--- src/rtl/core/rtcm3_pkg.sv ---
// Package for the RTCM 3 frame sync and CRC-24Q check block.
// Types, codes and constants shared by the core, its submodules and the checker.
// No dependencies.
package rtcm3_pkg;

  localparam logic [7:0]  PREAMBLE      = 8'hD3;
  localparam logic [24:0] CRC_POLY      = 25'h1864CFB;
  localparam int          HDR_DEPTH     = 10;
  localparam int          CNT_W         = 11;
  localparam logic [CNT_W-1:0] MSM7_MIN_LEN  = CNT_W'(25);
  localparam logic [30:0] BDS_OFFSET_MS = 31'd14000;

  // MSM7 message types
  localparam logic [11:0] MT_GPS_MSM7 = 12'd1077;
  localparam logic [11:0] MT_GLO_MSM7 = 12'd1087;
  localparam logic [11:0] MT_GAL_MSM7 = 12'd1097;
  localparam logic [11:0] MT_BDS_MSM7 = 12'd1127;

  typedef logic [7:0] byte_t;

  // frame bytes 3..9, byte 3 in the top bits
  typedef logic [7*8-1:0] body_t;

  typedef enum logic [2:0] {
    ST_IDLE     = 3'd0,
    ST_IN_FRAME = 3'd1,
    ST_PAR_ERR  = 3'd2,
    ST_FRAME_OK = 3'd3,
    ST_MSM7     = 3'd4
  } status_t;

  // decoder results for one finished frame
  typedef struct packed {
    logic [11:0] msg_type;
    logic [7:0]  msg_subtype;
    logic        is_msm7;
    logic        time_load;
    logic [30:0] tow_ms;
  } decode_t;

endpackage

--- src/rtl/core/rtcm3_frame_sync_crc_check.sv ---
// RTCM 3 frame synchronizer with CRC-24Q check and MSM7 epoch decode (top level).
// Depends on rtcm3_pkg, rtcm3_crc24q and rtcm3_msm7_decode.
//
// One received byte in, one status item out, for every byte. The block hunts for
// the 0xD3 preamble, takes the 10-bit length, runs CRC-24Q over header and payload
// and checks it against the three parity bytes. A good frame updates the held type,
// subtype and, for full-length MSM7 frames, the time of week. Throughput is one byte
// per clock unless the output stalls: the CRC byte update, counters and field decode
// sit between the input transfer and a single result register. A new byte is taken
// whenever the result register is empty or being drained in the same cycle. The held
// fields on the out_ ports belong to the status item currently presented.
module rtcm3_frame_sync_crc_check (
  input  logic                        clk,
  input  logic                        rst_n,
  input  logic                        in_valid,
  output logic                        in_ready,
  input  rtcm3_pkg::byte_t            in_rx_byte,
  output logic                        out_valid,
  input  logic                        out_ready,
  output logic [2:0]                  out_status,
  output logic [11:0]                 out_message_type,
  output logic [7:0]                  out_message_subtype,
  output logic [30:0]                 out_time_of_week_ms
);
  import rtcm3_pkg::*;

  logic [CNT_W-1:0] byte_cnt_r, byte_cnt_nxt;
  logic [CNT_W-1:0] frame_len_r, frame_len_nxt;
  logic [23:0]      crc_r, crc_nxt;
  logic [23:0]      par_r, par_nxt;
  byte_t            hdr_r [HDR_DEPTH];
  byte_t            hdr_cur [HDR_DEPTH];
  logic [11:0]      type_r, type_nxt;
  logic [7:0]       subtype_r, subtype_nxt;
  logic [30:0]      tow_r, tow_nxt;
  status_t          status_r, status_nxt;
  logic             out_valid_r;

  logic             in_xfer;
  logic [23:0]      crc_seed;
  logic [23:0]      crc_upd;
  logic [23:0]      crc_acc;
  logic [23:0]      par_acc;
  logic [CNT_W-1:0] cnt_inc;
  logic [CNT_W:0]   end_pos;
  body_t            body;
  decode_t          dec;

  assign in_ready  = !out_valid_r || out_ready;
  assign in_xfer   = in_valid && in_ready;
  assign out_valid = out_valid_r;
  assign out_status          = status_r;
  assign out_message_type    = type_r;
  assign out_message_subtype = subtype_r;
  assign out_time_of_week_ms = tow_r;

  // header store as seen after this byte is written
  always_comb begin
    for (int i = 0; i < HDR_DEPTH; i++) begin
      hdr_cur[i] = (byte_cnt_r == CNT_W'(i)) ? in_rx_byte : hdr_r[i];
    end
    for (int i = 3; i < HDR_DEPTH; i++) begin
      body[(HDR_DEPTH-1-i)*8 +: 8] = hdr_cur[i];
    end
  end

  assign crc_seed = (byte_cnt_r == '0) ? 24'h000000 : crc_r;

  rtcm3_crc24q u_crc (
    .crc_in  (crc_seed),
    .data_in (in_rx_byte),
    .crc_out (crc_upd)
  );

  rtcm3_msm7_decode u_dec (
    .body      (body),
    .frame_len (frame_len_nxt),
    .dec       (dec)
  );

  // frame tracking
  always_comb begin
    byte_cnt_nxt  = byte_cnt_r;
    frame_len_nxt = frame_len_r;
    crc_nxt       = crc_r;
    par_nxt       = par_r;
    type_nxt      = type_r;
    subtype_nxt   = subtype_r;
    tow_nxt       = tow_r;
    status_nxt    = ST_IDLE;
    crc_acc       = crc_r;
    par_acc       = par_r;
    cnt_inc       = byte_cnt_r + CNT_W'(1);
    end_pos       = '0;
    if (byte_cnt_r == '0) begin
      if (in_rx_byte == PREAMBLE) begin
        crc_nxt      = crc_upd;
        par_nxt      = '0;
        byte_cnt_nxt = CNT_W'(1);
      end
    end else begin
      if (byte_cnt_r < CNT_W'(3) || byte_cnt_r < frame_len_r) begin
        crc_acc = crc_upd;
      end else begin
        par_acc = {par_r[15:0], in_rx_byte};
      end
      if (byte_cnt_r == CNT_W'(2)) begin
        frame_len_nxt = CNT_W'({hdr_r[1][1:0], in_rx_byte}) + CNT_W'(3);
      end
      end_pos = {1'b0, frame_len_nxt} + (CNT_W+1)'(3);
      if (cnt_inc < CNT_W'(3) || {1'b0, cnt_inc} < end_pos) begin
        status_nxt   = ST_IN_FRAME;
        byte_cnt_nxt = cnt_inc;
        crc_nxt      = crc_acc;
        par_nxt      = par_acc;
      end else begin
        if (par_acc != crc_acc) begin
          status_nxt = ST_PAR_ERR;
        end else begin
          type_nxt    = dec.msg_type;
          subtype_nxt = dec.msg_subtype;
          status_nxt  = dec.is_msm7 ? ST_MSM7 : ST_FRAME_OK;
          if (dec.time_load) begin
            tow_nxt = dec.tow_ms;
          end
        end
        byte_cnt_nxt = '0;
        crc_nxt      = '0;
        par_nxt      = '0;
      end
    end
  end

  // control and held state
  always_ff @(posedge clk) begin
    if (!rst_n) begin
      byte_cnt_r  <= '0;
      frame_len_r <= '0;
      crc_r       <= '0;
      par_r       <= '0;
      type_r      <= '0;
      subtype_r   <= '0;
      tow_r       <= '0;
      status_r    <= ST_IDLE;
      out_valid_r <= 1'b0;
    end else begin
      if (in_xfer) begin
        byte_cnt_r  <= byte_cnt_nxt;
        frame_len_r <= frame_len_nxt;
        crc_r       <= crc_nxt;
        par_r       <= par_nxt;
        type_r      <= type_nxt;
        subtype_r   <= subtype_nxt;
        tow_r       <= tow_nxt;
        status_r    <= status_nxt;
        out_valid_r <= 1'b1;
      end else if (out_ready) begin
        out_valid_r <= 1'b0;
      end
    end
  end

  // header byte store, no reset
  always_ff @(posedge clk) begin
    if (in_xfer) begin
      for (int i = 0; i < HDR_DEPTH; i++) begin
        if (byte_cnt_r == CNT_W'(i) && (i != 0 || in_rx_byte == PREAMBLE)) begin
          hdr_r[i] <= hdr_cur[i];
        end
      end
    end
  end

endmodule

--- src/rtl/core/rtcm3_crc24q.sv ---
// Byte-wide CRC-24Q update (polynomial 0x1864CFB), MSB first.
// Depends on rtcm3_pkg.
module rtcm3_crc24q (
  input  logic [23:0]         crc_in,
  input  rtcm3_pkg::byte_t    data_in,
  output logic [23:0]         crc_out
);
  import rtcm3_pkg::*;

  // eight shift-and-reduce steps on a 25-bit working value
  always_comb begin
    logic [24:0] acc;
    acc = {1'b0, crc_in ^ {data_in, 16'h0000}};
    for (int k = 0; k < 8; k++) begin
      acc = {acc[23:0], 1'b0};
      if (acc[24]) begin
        acc = acc ^ CRC_POLY;
      end
    end
    crc_out = acc[23:0];
  end

endmodule

--- src/rtl/core/rtcm3_msm7_decode.sv ---
// Field extraction for a good frame: type, subtype and MSM7 epoch time.
// Depends on rtcm3_pkg.
module rtcm3_msm7_decode (
  input  rtcm3_pkg::body_t          body,
  input  logic [rtcm3_pkg::CNT_W-1:0] frame_len,
  output rtcm3_pkg::decode_t        dec
);
  import rtcm3_pkg::*;

  logic [11:0] msg_type;
  logic [31:0] word;
  logic [29:0] tow30;

  assign msg_type = body[55:44];
  assign word     = body[31:0];
  assign tow30    = word[31:2];

  always_comb begin
    dec.msg_type    = msg_type;
    dec.msg_subtype = body[43:36];
    dec.is_msm7     = (msg_type == MT_GPS_MSM7) || (msg_type == MT_GLO_MSM7) ||
                      (msg_type == MT_GAL_MSM7) || (msg_type == MT_BDS_MSM7);
    dec.time_load   = dec.is_msm7 && (frame_len >= MSM7_MIN_LEN);
    // GLONASS drops the day-of-week bits, BeiDou is moved to the GPS time base
    if (msg_type == MT_GLO_MSM7) begin
      dec.tow_ms = {4'd0, tow30[26:0]};
    end else if (msg_type == MT_BDS_MSM7) begin
      dec.tow_ms = {1'b0, tow30} + BDS_OFFSET_MS;
    end else begin
      dec.tow_ms = {1'b0, tow30};
    end
  end

endmodule

--- config.mk ---
export PLATFORM = sky130hd
export DESIGN_NAME = rtcm3_frame_sync_crc_check
export DESIGN_NICKNAME = d
export VERILOG_FILES = /design/src/rtl/core/rtcm3_pkg.sv /design/src/rtl/core/rtcm3_frame_sync_crc_check.sv /design/src/rtl/core/rtcm3_crc24q.sv /design/src/rtl/core/rtcm3_msm7_decode.sv
export SDC_FILE = /design/constraint.sdc
export NUM_CORES = 1
export LEC_CHECK = 0
export ABC_AREA = 1
export BUFFER_PORTS_ARGS = -buffer_cell sky130_fd_sc_hd__buf_2
export CORE_ASPECT_RATIO = 1.25
export CORE_MARGIN = 2
export CORE_UTILIZATION = 65
export CTS_CLUSTER_DIAMETER = 150
export CTS_CLUSTER_SIZE = 30
export DETAILED_ROUTE_END_ITERATION = 10
export PLACE_DENSITY = 0.87
export SETUP_SLACK_MARGIN = 0.2
export SLEW_MARGIN = 15
export SYNTH_ARGS = -nofsm -noshare
export SYNTH_HDL_FRONTEND = slang
export SYNTH_SLANG_ARGS = --single-unit
--- constraint.sdc ---
create_clock -name clk -period 9.7 [get_ports clk]
set_clock_uncertainty 0.1 [all_clocks]
set_input_delay 1.455 -clock clk [delete_from_list [all_inputs] [get_ports clk]]
set_output_delay 1.455 -clock clk [all_outputs]
set_load 0.02 [all_outputs]
==> flow_summary_export.csv <==
group,metric,value,unit
status,status,"finished clean",
final_layout,fin_util,71.99,%
final_layout,final_area,0.01255,mm2
detailed_routing,ant_nets,0,
synth,synth_top_area_cell,"dfxtp_1",
die,initial_core_util,66.19,%
synth,synth_nets,1791,
worst_setup_path,slowest_delay,0.53,ns
clocking,cts-root-buf,"clkbuf_16",
placement,port_buffers,67,
power,power,1602,uW
final_layout,nNetsFinal,1823,
global_route,grt_max_degree,83,
die,die_w,123.2,um
clocking,cts_resized,0,
sta,slew_headroom,40.07,%
clocking,clockBufferDepth,2,
final_layout,area_growth,8.763,%
detailed_routing,drt_first_iter_violations,1104,
sta,rsz0062_at_grt,"no",
clocking,cts.sinks,177,
job,maxCapViolCount,0,
global_route,antenna_found_initial,0,
sta,hold_viol_final,0,
worst_setup_path,crit_type,"input pin to register",
global_route,grt_pass1_vias,10350,
die,coreArea,0.01743,mm2
detailed_routing,dr_total_vias,11320,
clocking,worstSkewPairLatency,0.45,ns
placement,globalplace.congestion,1.012,
worst_setup_path,rr_startpoint,"byte_cnt_r[6]",
synth,yosys-top-cells-count,"nand2_1, inv_1, nor2_1, dfxtp_1, o21ai_0",
detailed_routing,viasPerCell,5.601,
global_route,grt_pass1_wl,50360,um
clocking,cts_buffers,17,
sta,fmax,159.0,MHz
synth,synthCells,1751,
clocking,cts_tree,"yes",
synth,syn_area,0.01154,mm2
worst_setup_path,endpoint_kind,"register",
synth,synth.most_common_cell,"nand2_1",
worst_setup_path,crit_slowest_cell,"nand3_2",
die,rows,54,
worst_setup_path,arrival,6.57,ns
clocking,post_cts_buffers,0,
placement,place_hpwl,22970,um
synth,seq_area_frac_synth,35.22,%
synth,yosysTopAreaCellShare,21.69,%
sta,post-route-min-period,6.291,ns
synth,ys_types,46,
sta,worst_pin_slew,0.8979,ns
global_route,overflow,0,
final_layout,diodes,0,
final_layout,drive_gt1_share,8.797,%
detailed_routing,drc_errors,0,
sta,setup_viol,0,
worst_setup_path,critPathLaunchType,"input pin",
synth,ys_top_cells_by_area,"dfxtp_1, nand2_1, edfxtp_1",
worst_setup_path,crit_fanout,32,
clocking,holdBufCountCts,0,
synth,synth_ff_type,"dfxtp_1",
min_path,hold_class,"register to register",
sta,fin_crit_sh,64.86,%
clocking,clk_pin_slew_worst_paths,0.07,ns
placement,placed_cell_area,0.01196,mm2
detailed_routing,wl_per_cell,15.43,um
worst_setup_path,critPathRequiredTime,9.98,ns
clocking,cts_max_level,4,
power,p_leak,0.005691,uW
detailed_routing,drt_pass1_iterations,5,
synth,avgSynthCellArea,6.589,um2
worst_setup_path,crit_start,"in_rx_byte[0]",
synth,synth_edf_count,52,
final_layout,final_cells,2020,
detailed_routing,drt_wl_total,31170,um
min_path,hp-start,"par_r[18]",
power,p_per_area,127.7,mW/mm2
synth,async_flop_share,0,%
die,die_height,153.0,um
die,ios,68,
power,vdd_drop_max,0.1068,mV
die,die_area,0.01884,mm2
synth,synth_seq_cells,177,
synth,ys_warn_count,0,
placement,dp_cells,1988,
sta,setup_tns,0,ns
global_route,grt_usage,33.66,%
sta,final_max_slew_viol_count,0,
[state kept, by name (all words and copies together), names as in the netlist]
name / flops
byte_cnt_r: 11
crc_r: 24
frame_len_r: 11
hdr_r: 52
out_message_subtype: 8
out_message_type: 12
out_status: 3
out_time_of_week_ms: 31
out_valid: 1
par_r: 24
[worst paths after layout]
kind                                 end  slack (ns)  cells past startpoint
setup / recovery  out_time_of_week_ms[0]        3.41                     26
hold / removal                 par_r[18]        0.37                      2
setup reg to reg  out_time_of_week_ms[0]        3.54                     22
hold reg to reg                par_r[18]        0.37                      2
[worst max-delay path, delay by kind of cell]
family                     cells  cell delay [ns]
and+or+nand+nor               11             2.20
buffers and inverters          8             1.41
xor gates and xnor gates       1             0.14
AOI/OAI and AO/OA              4             0.66
adders and majority gates      2             0.68
[layer usage]
metal,track usage (%),share of wire [%],wire length [um],vias up
met5,0,0,0,-
met4,19.53,5.8,1800,0
met3,5.299,6.9,2150,123
met2,54.60,47,14560,481
met1,41.84,41,12660,5075
li1,-,-,-,5636
[placed cells by master, fill, tap and decap left out, types with 15 or more instances in the layout]
cell type  count
edfxtp_1      52
xor2_1        60
nor3_1        22
inv_1        278
nor2_1       134
a21oi_1       87
o21ai_0      121
clkbuf_16     17
o21ai_1       25
dfxtp_1      125
nand2_1      490
ha_1          28
buf_2         67
nand3_1      113
nand2_2       15
nand4_1       43
[cell families (layout without fill, tap and decap cells)]
| logic type | Yosys count | in the layout | synth area share, % |
|---|---|---|---|
| compound gates | 254 | 254 | 11.55 |
| flops | 177 | 177 | 35.22 |
| buf+inv | 352 | 397 | 11.87 |
| fa+ha+maj | 28 | 28 | 3.037 |
| xor+xnor | 75 | 75 | 5.921 |
| simple gates | 865 | 865 | 32.39 |
[power by group]
| group | leakage (uW) | total, uW | internal [uW] | switching (uW) |
|---|---|---|---|---|
| registers | 0.00147 | 757 | 757 | 0.679 |
| clock network | 0.000287 | 693 | 347 | 346 |
| logic | 0.00393 | 152 | 44.6 | 107 |
[stage by stage]
stage               worst slack [ns]  hold WS (ns)
global route                   2.928        0.3823
finish                         3.409        0.3674
floorplan                      4.780        0.3453
detailed placement             3.095        0.3565
global placement               3.143        0.3521
CTS                            3.526        0.3681
[cell type report]
class / instances / area (um2)
Multi-Input combinational cell: 1222 / 6111
Fill cell: 1478 / 4883
Sequential cell: 177 / 4064
Inverter: 285 / 1070
Timing Repair Buffer: 80 / 432.9
Clock buffer: 17 / 425.4
Tap cell: 224 / 280.3
Clock inverter: 15 / 165.2
(Power assumes the default switching activity.)
